[src/design/tle_pkg.sv]
package tle_pkg;

  // Line geometry
  localparam int LINE_CHARS = 40;
  localparam int COUNT_W = $clog2(LINE_CHARS + 1);
  localparam int ADDR_W = (LINE_CHARS > 1) ? $clog2(LINE_CHARS) : 1;
  localparam logic [COUNT_W-1:0] LINE_FULL = COUNT_W'(LINE_CHARS);

  // Command queue between front and back
  localparam int QUEUE_DEPTH = 2;
  localparam int QPTR_W = (QUEUE_DEPTH > 1) ? $clog2(QUEUE_DEPTH) : 1;
  localparam int QCNT_W = $clog2(QUEUE_DEPTH + 1);

  // Configuration register indexes
  localparam int CFG_IDX_W = 2;
  localparam logic [CFG_IDX_W-1:0] REG_ERASE      = 2'd0;
  localparam logic [CFG_IDX_W-1:0] REG_KILL       = 2'd1;
  localparam logic [CFG_IDX_W-1:0] REG_WORD_ERASE = 2'd2;
  localparam logic [CFG_IDX_W-1:0] REG_END        = 2'd3;

  localparam logic [7:0] ERASE_RESET      = 8'h08;
  localparam logic [7:0] KILL_RESET       = 8'h15;
  localparam logic [7:0] WORD_ERASE_RESET = 8'h17;
  localparam logic [7:0] END_RESET        = 8'h04;

  // Byte codes
  localparam logic [7:0] CH_NUL    = 8'h00;
  localparam logic [7:0] CH_BEL    = 8'h07;
  localparam logic [7:0] CH_LF     = 8'h0A;
  localparam logic [7:0] CH_CR     = 8'h0D;
  localparam logic [7:0] CH_ESC    = 8'h1B;
  localparam logic [7:0] CH_SPACE  = 8'h20;
  localparam logic [7:0] CH_TILDE  = 8'h7E;
  localparam logic [7:0] CH_ZERO   = 8'h30;
  localparam logic [7:0] CH_TWO    = 8'h32;
  localparam logic [7:0] CH_LBRACK = 8'h5B;
  localparam logic [7:0] CH_D      = 8'h44;
  localparam logic [7:0] CH_K      = 8'h4B;

  typedef struct packed {
    logic [7:0] erase_char;
    logic [7:0] kill_char;
    logic [7:0] word_erase_char;
    logic [7:0] end_char;
  } cfg_regs_t;

  typedef enum logic [2:0] {
    OP_PRINT,
    OP_ERASE,
    OP_KILL,
    OP_WORD,
    OP_NEWLINE,
    OP_END,
    OP_BELL
  } key_op_t;

  typedef enum logic [2:0] {
    CMD_CHAR,
    CMD_WRAP,
    CMD_ERASE,
    CMD_KILL,
    CMD_WORD,
    CMD_DONE
  } cmd_kind_t;

  typedef enum logic {
    FR_IDLE,
    FR_SCAN
  } front_state_t;

  typedef struct packed {
    cmd_kind_t  kind;
    logic [7:0] data;
    logic [3:0] tens;
    logic [3:0] ones;
  } cmd_t;

  // Decimal tens digit of a column count: count the thresholds reached
  function automatic logic [3:0] dec_tens(input logic [COUNT_W-1:0] n);
    logic [3:0] t;
    t = 4'd0;
    for (int k = 1; k <= 9; k++) begin
      if (int'(n) >= 10 * k) t = t + 4'd1;
    end
    return t;
  endfunction

  function automatic logic [3:0] dec_ones(input logic [COUNT_W-1:0] n,
                                          input logic [3:0] t);
    return 4'(int'(n) - 10 * int'(t));
  endfunction

  // Number of echo bytes a command produces
  function automatic logic [3:0] cmd_len(input cmd_t c);
    logic [3:0] len;
    case (c.kind)
      CMD_CHAR:  len = 4'd1;
      CMD_WRAP:  len = 4'd2;
      CMD_ERASE: len = 4'd6;
      CMD_KILL:  len = 4'd5;
      CMD_WORD:  len = (c.tens == 4'd0) ? 4'd7 : 4'd8;
      CMD_DONE:  len = 4'd1;
      default:   len = 4'd1;
    endcase
    return len;
  endfunction

  // Echo byte number 'step' of a command
  function automatic logic [7:0] cmd_byte(input cmd_t c, input logic [2:0] step);
    logic [3:0] k;
    logic [7:0] b;
    k = {1'b0, step};
    b = CH_NUL;
    case (c.kind)
      CMD_CHAR:  b = c.data;
      CMD_WRAP:  b = (step == 3'd0) ? CH_LF : c.data;
      CMD_ERASE: begin
        case (step)
          3'd0, 3'd3: b = CH_ESC;
          3'd1, 3'd4: b = CH_LBRACK;
          3'd2:       b = CH_D;
          default:    b = CH_K;
        endcase
      end
      CMD_KILL: begin
        case (step)
          3'd0:    b = CH_ESC;
          3'd1:    b = CH_LBRACK;
          3'd2:    b = CH_TWO;
          3'd3:    b = CH_K;
          default: b = CH_CR;
        endcase
      end
      CMD_WORD: begin
        // Skip the tens digit slot for counts below ten
        if (c.tens == 4'd0 && k >= 4'd2) k = k + 4'd1;
        case (k)
          4'd0, 4'd5: b = CH_ESC;
          4'd1, 4'd6: b = CH_LBRACK;
          4'd2:       b = CH_ZERO + {4'd0, c.tens};
          4'd3:       b = CH_ZERO + {4'd0, c.ones};
          4'd4:       b = CH_D;
          default:    b = CH_K;
        endcase
      end
      CMD_DONE: b = CH_NUL;
      default:  b = CH_NUL;
    endcase
    return b;
  endfunction

endpackage

[src/design/tle_ram.sv]
module tle_ram #(
  parameter int WIDTH = 1,
  parameter int DEPTH = 2
) (
  input  logic                                      clk,
  input  logic                                      we,
  input  logic [((DEPTH > 1) ? $clog2(DEPTH) : 1)-1:0] waddr,
  input  logic [WIDTH-1:0]                          wdata,
  input  logic [((DEPTH > 1) ? $clog2(DEPTH) : 1)-1:0] raddr,
  output logic [WIDTH-1:0]                          rdata
);

  logic [WIDTH-1:0] mem [DEPTH];

  always_ff @(posedge clk) begin
    if (we) mem[waddr] <= wdata;
    rdata <= mem[raddr];
  end

endmodule

[src/design/tle_front.sv]
module tle_front import tle_pkg::*; (
  input  logic       clk,
  input  logic       rst,
  input  cfg_regs_t  cfg,
  input  logic       s_tvalid,
  output logic       s_tready,
  input  logic [7:0] s_tdata,
  input  logic       full,
  output logic       push,
  output cmd_t       push_cmd
);

  front_state_t state, state_next;
  logic [COUNT_W-1:0] line_count, line_count_next;
  logic               stopped, stopped_next;
  logic [COUNT_W-1:0] scan_idx, scan_idx_next;
  logic               chk_valid, chk_valid_next;
  logic [COUNT_W-1:0] chk_idx, chk_idx_next;
  logic               prev_space, prev_space_next;
  logic [COUNT_W-1:0] word_col, word_col_next;

  logic              ram_we;
  logic [ADDR_W-1:0] ram_waddr;
  logic              ram_wdata;
  logic [ADDR_W-1:0] ram_raddr;
  logic              ram_rdata;

  key_op_t key_op;
  logic    accept;
  logic    scan_done;

  tle_ram #(.WIDTH(1), .DEPTH(LINE_CHARS)) u_marks (
    .clk   (clk),
    .we    (ram_we),
    .waddr (ram_waddr),
    .wdata (ram_wdata),
    .raddr (ram_raddr),
    .rdata (ram_rdata)
  );

  assign s_tready  = (state == FR_IDLE) && !full;
  assign accept    = s_tvalid && s_tready;
  assign scan_done = chk_valid && (chk_idx == line_count - COUNT_W'(1));

  // Classify the key; printable wins over any register match
  always_comb begin
    if (s_tdata inside {[CH_SPACE:CH_TILDE]}) key_op = OP_PRINT;
    else if (s_tdata == cfg.erase_char)       key_op = OP_ERASE;
    else if (s_tdata == cfg.kill_char)        key_op = OP_KILL;
    else if (s_tdata == cfg.word_erase_char)  key_op = OP_WORD;
    else if (s_tdata inside {CH_LF, CH_CR})   key_op = OP_NEWLINE;
    else if (s_tdata == cfg.end_char)         key_op = OP_END;
    else                                      key_op = OP_BELL;
  end

  always_comb begin
    state_next = state;
    case (state)
      FR_IDLE: begin
        if (accept && !stopped && key_op == OP_WORD && line_count != '0) begin
          state_next = FR_SCAN;
        end
      end
      FR_SCAN: begin
        if (scan_done) state_next = FR_IDLE;
      end
      default: state_next = FR_IDLE;
    endcase
  end

  always_comb begin
    logic [COUNT_W-1:0] start_now;
    logic [COUNT_W-1:0] n;
    logic               issue;
    line_count_next = line_count;
    stopped_next    = stopped;
    scan_idx_next   = scan_idx;
    chk_valid_next  = 1'b0;
    chk_idx_next    = chk_idx;
    prev_space_next = prev_space;
    word_col_next   = word_col;
    push            = 1'b0;
    push_cmd        = '{kind: CMD_CHAR, data: s_tdata, tens: 4'd0, ones: 4'd0};
    ram_we          = 1'b0;
    ram_waddr       = (line_count == LINE_FULL) ? '0 : line_count[ADDR_W-1:0];
    ram_wdata       = (s_tdata == CH_SPACE);
    ram_raddr       = scan_idx[ADDR_W-1:0];
    start_now       = word_col;
    n               = '0;
    issue           = 1'b0;
    case (state)
      FR_IDLE: begin
        if (accept && !stopped) begin
          case (key_op)
            OP_PRINT: begin
              ram_we = 1'b1;
              push   = 1'b1;
              if (line_count == LINE_FULL) begin
                // Full line: newline first, char lands in column zero
                push_cmd.kind   = CMD_WRAP;
                line_count_next = COUNT_W'(1);
              end else begin
                line_count_next = line_count + COUNT_W'(1);
              end
            end
            OP_ERASE: begin
              if (line_count != '0) begin
                line_count_next = line_count - COUNT_W'(1);
                push            = 1'b1;
                push_cmd.kind   = CMD_ERASE;
              end
            end
            OP_KILL: begin
              line_count_next = '0;
              push            = 1'b1;
              push_cmd.kind   = CMD_KILL;
            end
            OP_WORD: begin
              scan_idx_next   = '0;
              prev_space_next = 1'b1;
              word_col_next   = '0;
            end
            OP_NEWLINE: begin
              line_count_next = '0;
              push            = 1'b1;
              push_cmd.data   = CH_LF;
            end
            OP_END: begin
              if (line_count == '0) begin
                stopped_next  = 1'b1;
                push          = 1'b1;
                push_cmd.kind = CMD_DONE;
                push_cmd.data = CH_NUL;
              end
            end
            OP_BELL: begin
              push          = 1'b1;
              push_cmd.data = CH_BEL;
            end
            default: ;
          endcase
        end
      end
      FR_SCAN: begin
        // Read one column a cycle; check it when its data returns
        issue          = (scan_idx < line_count);
        scan_idx_next  = issue ? scan_idx + COUNT_W'(1) : scan_idx;
        chk_valid_next = issue;
        chk_idx_next   = scan_idx;
        if (chk_valid) begin
          if (!ram_rdata && prev_space) start_now = chk_idx;
          word_col_next   = start_now;
          prev_space_next = ram_rdata;
        end
        if (scan_done) begin
          n               = line_count - start_now;
          line_count_next = start_now;
          push            = 1'b1;
          push_cmd.kind   = CMD_WORD;
          push_cmd.tens   = dec_tens(n);
          push_cmd.ones   = dec_ones(n, push_cmd.tens);
        end
      end
      default: ;
    endcase
  end

  always_ff @(posedge clk) begin
    if (rst) begin
      state      <= FR_IDLE;
      line_count <= '0;
      stopped    <= 1'b0;
      chk_valid  <= 1'b0;
    end else begin
      state      <= state_next;
      line_count <= line_count_next;
      stopped    <= stopped_next;
      chk_valid  <= chk_valid_next;
    end
  end

  always_ff @(posedge clk) begin
    scan_idx   <= scan_idx_next;
    chk_idx    <= chk_idx_next;
    prev_space <= prev_space_next;
    word_col   <= word_col_next;
  end

  a_count_range: assert property (@(posedge clk) disable iff (rst)
    line_count <= LINE_FULL)
    else $error("line count beyond line width");

  a_stop_sticks: assert property (@(posedge clk) disable iff (rst)
    stopped |=> stopped)
    else $error("stopped flag cleared without reset");

endmodule

[src/design/tle_queue.sv]
module tle_queue import tle_pkg::*; (
  input  logic clk,
  input  logic rst,
  input  logic push,
  input  cmd_t push_cmd,
  output logic full,
  input  logic pop,
  output logic head_valid,
  output cmd_t head_cmd
);

  cmd_t              entries [QUEUE_DEPTH];
  logic [QPTR_W-1:0] wr_ptr, rd_ptr;
  logic [QCNT_W-1:0] count;

  assign full       = (count == QCNT_W'(QUEUE_DEPTH));
  assign head_valid = (count != '0);
  assign head_cmd   = entries[rd_ptr];

  function automatic logic [QPTR_W-1:0] ptr_inc(input logic [QPTR_W-1:0] p);
    return (p == QPTR_W'(QUEUE_DEPTH - 1)) ? '0 : p + QPTR_W'(1);
  endfunction

  always_ff @(posedge clk) begin
    if (rst) begin
      wr_ptr <= '0;
      rd_ptr <= '0;
      count  <= '0;
    end else begin
      if (push) wr_ptr <= ptr_inc(wr_ptr);
      if (pop)  rd_ptr <= ptr_inc(rd_ptr);
      case ({push, pop})
        2'b10:   count <= count + QCNT_W'(1);
        2'b01:   count <= count - QCNT_W'(1);
        default: count <= count;
      endcase
    end
  end

  always_ff @(posedge clk) begin
    if (push) entries[wr_ptr] <= push_cmd;
  end

  a_no_overflow: assert property (@(posedge clk) disable iff (rst)
    push |-> !full)
    else $error("command pushed into a full queue");

  a_no_underflow: assert property (@(posedge clk) disable iff (rst)
    pop |-> head_valid)
    else $error("command popped from an empty queue");

endmodule

[src/design/tle_back.sv]
module tle_back import tle_pkg::*; (
  input  logic       clk,
  input  logic       rst,
  input  logic       head_valid,
  input  cmd_t       head_cmd,
  output logic       pop,
  output logic       m_tvalid,
  input  logic       m_tready,
  output logic [7:0] m_tdata,
  output logic       m_tlast,
  output logic       m_tuser
);

  logic [2:0] step, step_next;
  logic       m_tvalid_next;
  logic       load;
  logic       last;

  assign load = head_valid && (!m_tvalid || m_tready);
  assign last = ({1'b0, step} == cmd_len(head_cmd) - 4'd1);
  assign pop  = load && last;

  always_comb begin
    step_next     = step;
    m_tvalid_next = m_tvalid && !m_tready;
    if (load) begin
      m_tvalid_next = 1'b1;
      step_next     = last ? 3'd0 : step + 3'd1;
    end
  end

  always_ff @(posedge clk) begin
    if (rst) begin
      step     <= 3'd0;
      m_tvalid <= 1'b0;
    end else begin
      step     <= step_next;
      m_tvalid <= m_tvalid_next;
    end
  end

  always_ff @(posedge clk) begin
    if (load) begin
      m_tdata <= cmd_byte(head_cmd, step);
      m_tlast <= last;
      m_tuser <= (head_cmd.kind == CMD_DONE);
    end
  end

  a_done_shape: assert property (@(posedge clk) disable iff (rst)
    m_tvalid && m_tuser |-> m_tlast && (m_tdata == CH_NUL))
    else $error("done result is not a single zero byte");

endmodule

[src/design/terminal_line_editor_top.sv]
// Terminal line editor: one typed byte in, its echo bytes out.
// The key's command passes through the queue and the registered output stage before
//   its first echo byte appears; a word erase scans the line first.
// Throughput: one echo byte per cycle while m_tready is high, 0..8 per key; a word
//   erase holds s_tready low while it scans. Reset (rst, synchronous): line empty,
//   session running, queue and output emptied, registers to defaults; marks kept.
module terminal_line_editor_top import tle_pkg::*; (
  input  logic                 clk,
  input  logic                 rst,
  // Configuration write port
  input  logic                 cfg_we,
  input  logic [CFG_IDX_W-1:0] cfg_index,
  input  logic [7:0]           cfg_data,
  // Key input
  input  logic                 s_tvalid,
  output logic                 s_tready,
  input  logic [7:0]           s_tdata,   // [7:0] key_byte
  // Echo output
  output logic                 m_tvalid,
  input  logic                 m_tready,
  output logic [7:0]           m_tdata,   // [7:0] echo_byte
  output logic                 m_tlast,   // is_last
  output logic                 m_tuser    // [0] session_done
);

  cfg_regs_t cfg;
  logic      push;
  cmd_t      push_cmd;
  logic      full;
  logic      pop;
  logic      head_valid;
  cmd_t      head_cmd;

  // Control codes; the user must write them only while the editor is idle (not enforced here)
  always_ff @(posedge clk) begin
    if (rst) begin
      cfg.erase_char      <= ERASE_RESET;
      cfg.kill_char       <= KILL_RESET;
      cfg.word_erase_char <= WORD_ERASE_RESET;
      cfg.end_char        <= END_RESET;
    end else if (cfg_we) begin
      case (cfg_index)
        REG_ERASE:      cfg.erase_char      <= cfg_data;
        REG_KILL:       cfg.kill_char       <= cfg_data;
        REG_WORD_ERASE: cfg.word_erase_char <= cfg_data;
        REG_END:        cfg.end_char        <= cfg_data;
        default: ;
      endcase
    end
  end

  // Front: take keys, track the line, scan columns for word erase,
  // and hand one command per echo sequence to the queue
  tle_front u_front (
    .clk      (clk),
    .rst      (rst),
    .cfg      (cfg),
    .s_tvalid (s_tvalid),
    .s_tready (s_tready),
    .s_tdata  (s_tdata),
    .full     (full),
    .push     (push),
    .push_cmd (push_cmd)
  );

  // Short command queue lets the front keep taking keys while
  // the back is still spelling out an escape sequence
  tle_queue u_queue (
    .clk        (clk),
    .rst        (rst),
    .push       (push),
    .push_cmd   (push_cmd),
    .full       (full),
    .pop        (pop),
    .head_valid (head_valid),
    .head_cmd   (head_cmd)
  );

  // Back: expand each command into echo bytes, one per cycle while m_tready is high,
  // through a registered output stage
  tle_back u_back (
    .clk        (clk),
    .rst        (rst),
    .head_valid (head_valid),
    .head_cmd   (head_cmd),
    .pop        (pop),
    .m_tvalid   (m_tvalid),
    .m_tready   (m_tready),
    .m_tdata    (m_tdata),
    .m_tlast    (m_tlast),
    .m_tuser    (m_tuser)
  );

endmodule

[config.mk]
export PLATFORM = sky130hd
export DESIGN_NAME = terminal_line_editor_top
export DESIGN_NICKNAME = d
export VERILOG_FILES = /design/src/design/tle_pkg.sv /design/src/design/tle_ram.sv /design/src/design/tle_front.sv /design/src/design/tle_queue.sv /design/src/design/tle_back.sv /design/src/design/terminal_line_editor_top.sv
export SDC_FILE = /design/constraint.sdc
export NUM_CORES = 1
export LEC_CHECK = 0
export ABC_AREA = 1
export BUFFER_PORTS_ARGS = -buffer_cell sky130_fd_sc_hd__buf_2
export CAP_MARGIN = 15
export CORE_UTILIZATION = 45
export DETAILED_ROUTE_END_ITERATION = 12
export PLACE_DENSITY = 0.57
export SLEW_MARGIN = 25
export SYNTH_ARGS = -nofsm -noshare
export SYNTH_HDL_FRONTEND = slang
export SYNTH_SLANG_ARGS = --single-unit
[constraint.sdc]
create_clock -name clk -period 7.2 [get_ports clk]
set_input_delay 0.36 -clock clk [delete_from_list [all_inputs] [get_ports clk]]
set_output_delay 0.36 -clock clk [all_outputs]
set_load 0.05 [all_outputs]
==> results.md <==
- Run status: finished, final reports clean
- # IOs: 35
- Peak per-stage delay on the critical path: 0.48 ns
- Fin. max-slew vios: 0
- Largest net degree at the start of global routing: 42
- Critical Path Source Type: flip-flop
- Number of max-capacitance violations reported: 0
- Die Area: 0.0207 sq mm
- Global-route wire length before repair: 33.3 mm
- Die extent in y: 144 um
- Violation count after the first detailed-routing iteration: 381
- PD cells: 301 mW/mm^2
- Port-buffer cells: 34
- Worst slew pin tran: 0.908 ns
- Starting Density: 46.3%
- Cell seen most often among critical-path stages: sky130_fd_sc_hd__inv_1
- Final weighted congestion in routability-driven placement: 0.861
- Post-DR wirelength/cell: 14.8 um
- Buffer count from post-CTS setup fixing: 0
- Remaining antenna violation count after routing: 0
- Setup slack at placement: 1.87 ns
- Count of antenna diodes in the layout: 0
- Global router's overall resource usage: 20.9%
- Maximum ir drop on the vdd rail: 0.184 mV
- Final period utilization: 73.7%
- Synthesized netlist net count: 1,126
- Clock slew seen by the registers of the worst setup and hold paths: 0.06 ns
- TNS Setup: 0 ns
- Hold buffers post-CTS: 0
- Total number of vias: 7,150
- Clock insertion delay at the later pin of the skew report: 0.43 ns
- Placeable core region: 0.0196 sq mm
- Type of destination of the critical path: flip-flop
- Total design power: 3.04 mW
- Data arrival time at the worst-slack endpoint: 5.48 ns
- Max FO, Critical Path: 6
- Antenna violations before repair: 0
- FF-to-FF Start: u_front.prev_space
- Worst-case clock buffer depth: 2
- Total number of yosys warnings: 0
- Number of instances in the synthesized netlist: 1,077
- Clk Tree Root Cell: sky130_fd_sc_hd__clkbuf_16
- Count of standard-cell rows: 51
- Placed wire-length estimate: 15.0 mm
- Final hold vios: 0
- Synth-to-Final Area Change: 11.2%
- Slowest stage cell, crit path: sky130_fd_sc_hd__edfxtp_1
- Library cells used by synthesis: 56
- Worst Path Buf+Inv: 6
- Final nets: 1,161
- Critical path's top delay family: adder cells
- Clock sink count: 158
- Pre-antenna DRT Iters: 6
- Wirelength, routed: 20.6 mm
- Number of remaining DRC errors: 0
- Pleak: 4.14 nW
- Count of final setup violators: 0
- Cell area after synthesis: 0.00907 sq mm
- Crit Path Class: reg -> reg
- Final setup skew: 0.0115 ns
- CTS buffer count: 17
- Residual overflow from global routing: 0
- Post-layout worst setup margin: 1.89 ns
- Worst EP required: 7.37 ns
- Seq/Total Area, Yosys: 46.7%
- Max transition margin: 39.0%
- Unrepaired setup endpoints after global routing: false
- Proportion of layout cells with a drive suffix above 1: 15.5%
- Hold Path Class: in -> reg
- Achievable frequency: 0.188 GHz
- Number of levels the H-tree was split into: 4
- Die outline width: 144 um
- Fin crit period: 5.31 ns
- Vias per std cell: 5.15
- Start point of the worst min-delay path: cfg_data[0]
- Flop and latch count out of synthesis: 158
- Launch point of the worst path: u_front.prev_space
- Count of cells resized by post-cts repair: 0
- Synthesized area divided by synthesized cell count: 8.42 sq um
- Clock tree from TritonCTS: yes
- Via count of the first global-routing pass: 6,594
## synth_stat cells (all sizes together)
cell       n  share of area (%)
nand3     74                5.2
nand4     22                1.7
a221oi     1              0.097
nor3      16                1.2
o22ai      3               0.21
ha        24                3.3
nor4       6               0.48
buf       10               0.70
o221ai     8               0.77
a21oi     65                3.7
nor2     172                7.7
o21bai     2               0.17
clkinv     3               0.12
clkbuf    15               0.62
o32ai      2               0.19
dfxtp     51                 11
mux2i      4               0.44
xor2      25                2.5
edfxtp   107                 35
fa         2               0.44
o21a       2               0.17
nand2    220                 10
a21boi     1              0.083
o311ai     1              0.097
o21ai     64                3.7
inv      125                5.2
o2111ai    4               0.39
o41ai      1              0.097
xnor2      8               0.77
o211ai    10               0.83
a211oi     3               0.25
or2       21                1.4
a31oi      5               0.41
## worst min-delay path, stage by stage
cell and delay, ns:
sky130_fd_sc_hd__buf_2 0.12, sky130_fd_sc_hd__nand2_1 0.06, sky130_fd_sc_hd__nand3_1 0.06
## logic make-up (layout without fill, tap and decap cells)
group | Yosys count | after routing | synth area share [%]
DFF | 158 | 158 | 46.7
muxes | 4 | 4 | 0.441
AOI/OAI and AO/OA | 172 | 172 | 11.1
buffers and inverters | 153 | 200 | 6.67
xor gates and xnor gates | 33 | 33 | 3.27
and+or+nand+nor | 531 | 531 | 28.1
adders and majority gates | 26 | 26 | 3.75
## placed cells by master (no fill, tap or decap), types with 10 or more instances in the layout
master,count
sky130_fd_sc_hd__ha_1,24
sky130_fd_sc_hd__o21ai_0,57
sky130_fd_sc_hd__nand3_1,58
sky130_fd_sc_hd__xor2_1,24
sky130_fd_sc_hd__nand2_1,189
sky130_fd_sc_hd__edfxtp_1,107
sky130_fd_sc_hd__o211ai_1,10
sky130_fd_sc_hd__nand2_2,25
sky130_fd_sc_hd__nand3_2,13
sky130_fd_sc_hd__inv_1,109
sky130_fd_sc_hd__clkbuf_16,17
sky130_fd_sc_hd__dfxtp_1,51
sky130_fd_sc_hd__nor2_1,163
sky130_fd_sc_hd__or2_2,17
sky130_fd_sc_hd__nor3_1,12
sky130_fd_sc_hd__inv_2,15
sky130_fd_sc_hd__nand4_1,21
sky130_fd_sc_hd__buf_2,34
sky130_fd_sc_hd__a21oi_1,63
## final timing paths
kind / endpoint / slack, ns / depth (start not counted)
worst max-delay path: u_queue.entries[0][3] / 1.89 / 34
worst min register to register: u_front.stopped / 0.47 / 2
worst min-delay path: cfg[16] / 0.20 / 3
worst max register to register: u_queue.entries[0][3] / 1.89 / 34
## registers in the layout (all words and copies together) (netlist names), 2 cells and up, named ones only
name / count
cfg: 32
u_queue.count: 2
u_front.u_marks.mem: 40
u_front.word_col: 6
u_front.ram_raddr: 6
u_front.line_count: 6
u_front.chk_idx: 6
u_back.step: 3
u_queue.entries: 38
u_back.m_tdata: 8
## report_power, final
part / switching [mW] / leakage [nW] / total, mW / internal (mW)
sequential: 0.0495 / 1.43 / 1.13 / 1.08
combinational: 0.712 / 2.43 / 1.02 / 0.310
clock: 0.375 / 0.272 / 0.886 / 0.511
total: 1.14 / 4.14 / 3.04 / 1.90
## area by class of cell
cell class                      instances  area [sq um]
Multi-Input combinational cell        766          4250
Clock buffer                           18           429
Timing Repair Buffer                   41           223
Sequential cell                       158          4230
Clock inverter                         13           140
Fill cell                            1953          9500
Inverter                              128           485
Tap cell                              265           332
## layer usage
metal / vias to the layer above / global-route usage [%] / wire length [um]
li1: 3689 / - / -
met1: 3327 / 28.1 / 10000
met2: 110 / 34.7 / 9640
met3: 24 / 3.31 / 633
met4: 0 / 6.16 / 261
met5: - / 0 / 0
## through the flow
stage,cell area [sq um],hold WS [ns],utilization (%),cells
after floorplan,9070,0.436,-,1077
after global placement,9510,0.452,48.6,1358
after detailed placement,9520,0.460,48.6,1358
after CTS,10100,0.193,51.5,1389
after global routing,10100,0.209,51.5,1389
final,10100,0.200,51.5,1389
No activity file was read; power rests on OpenSTA's default activity.
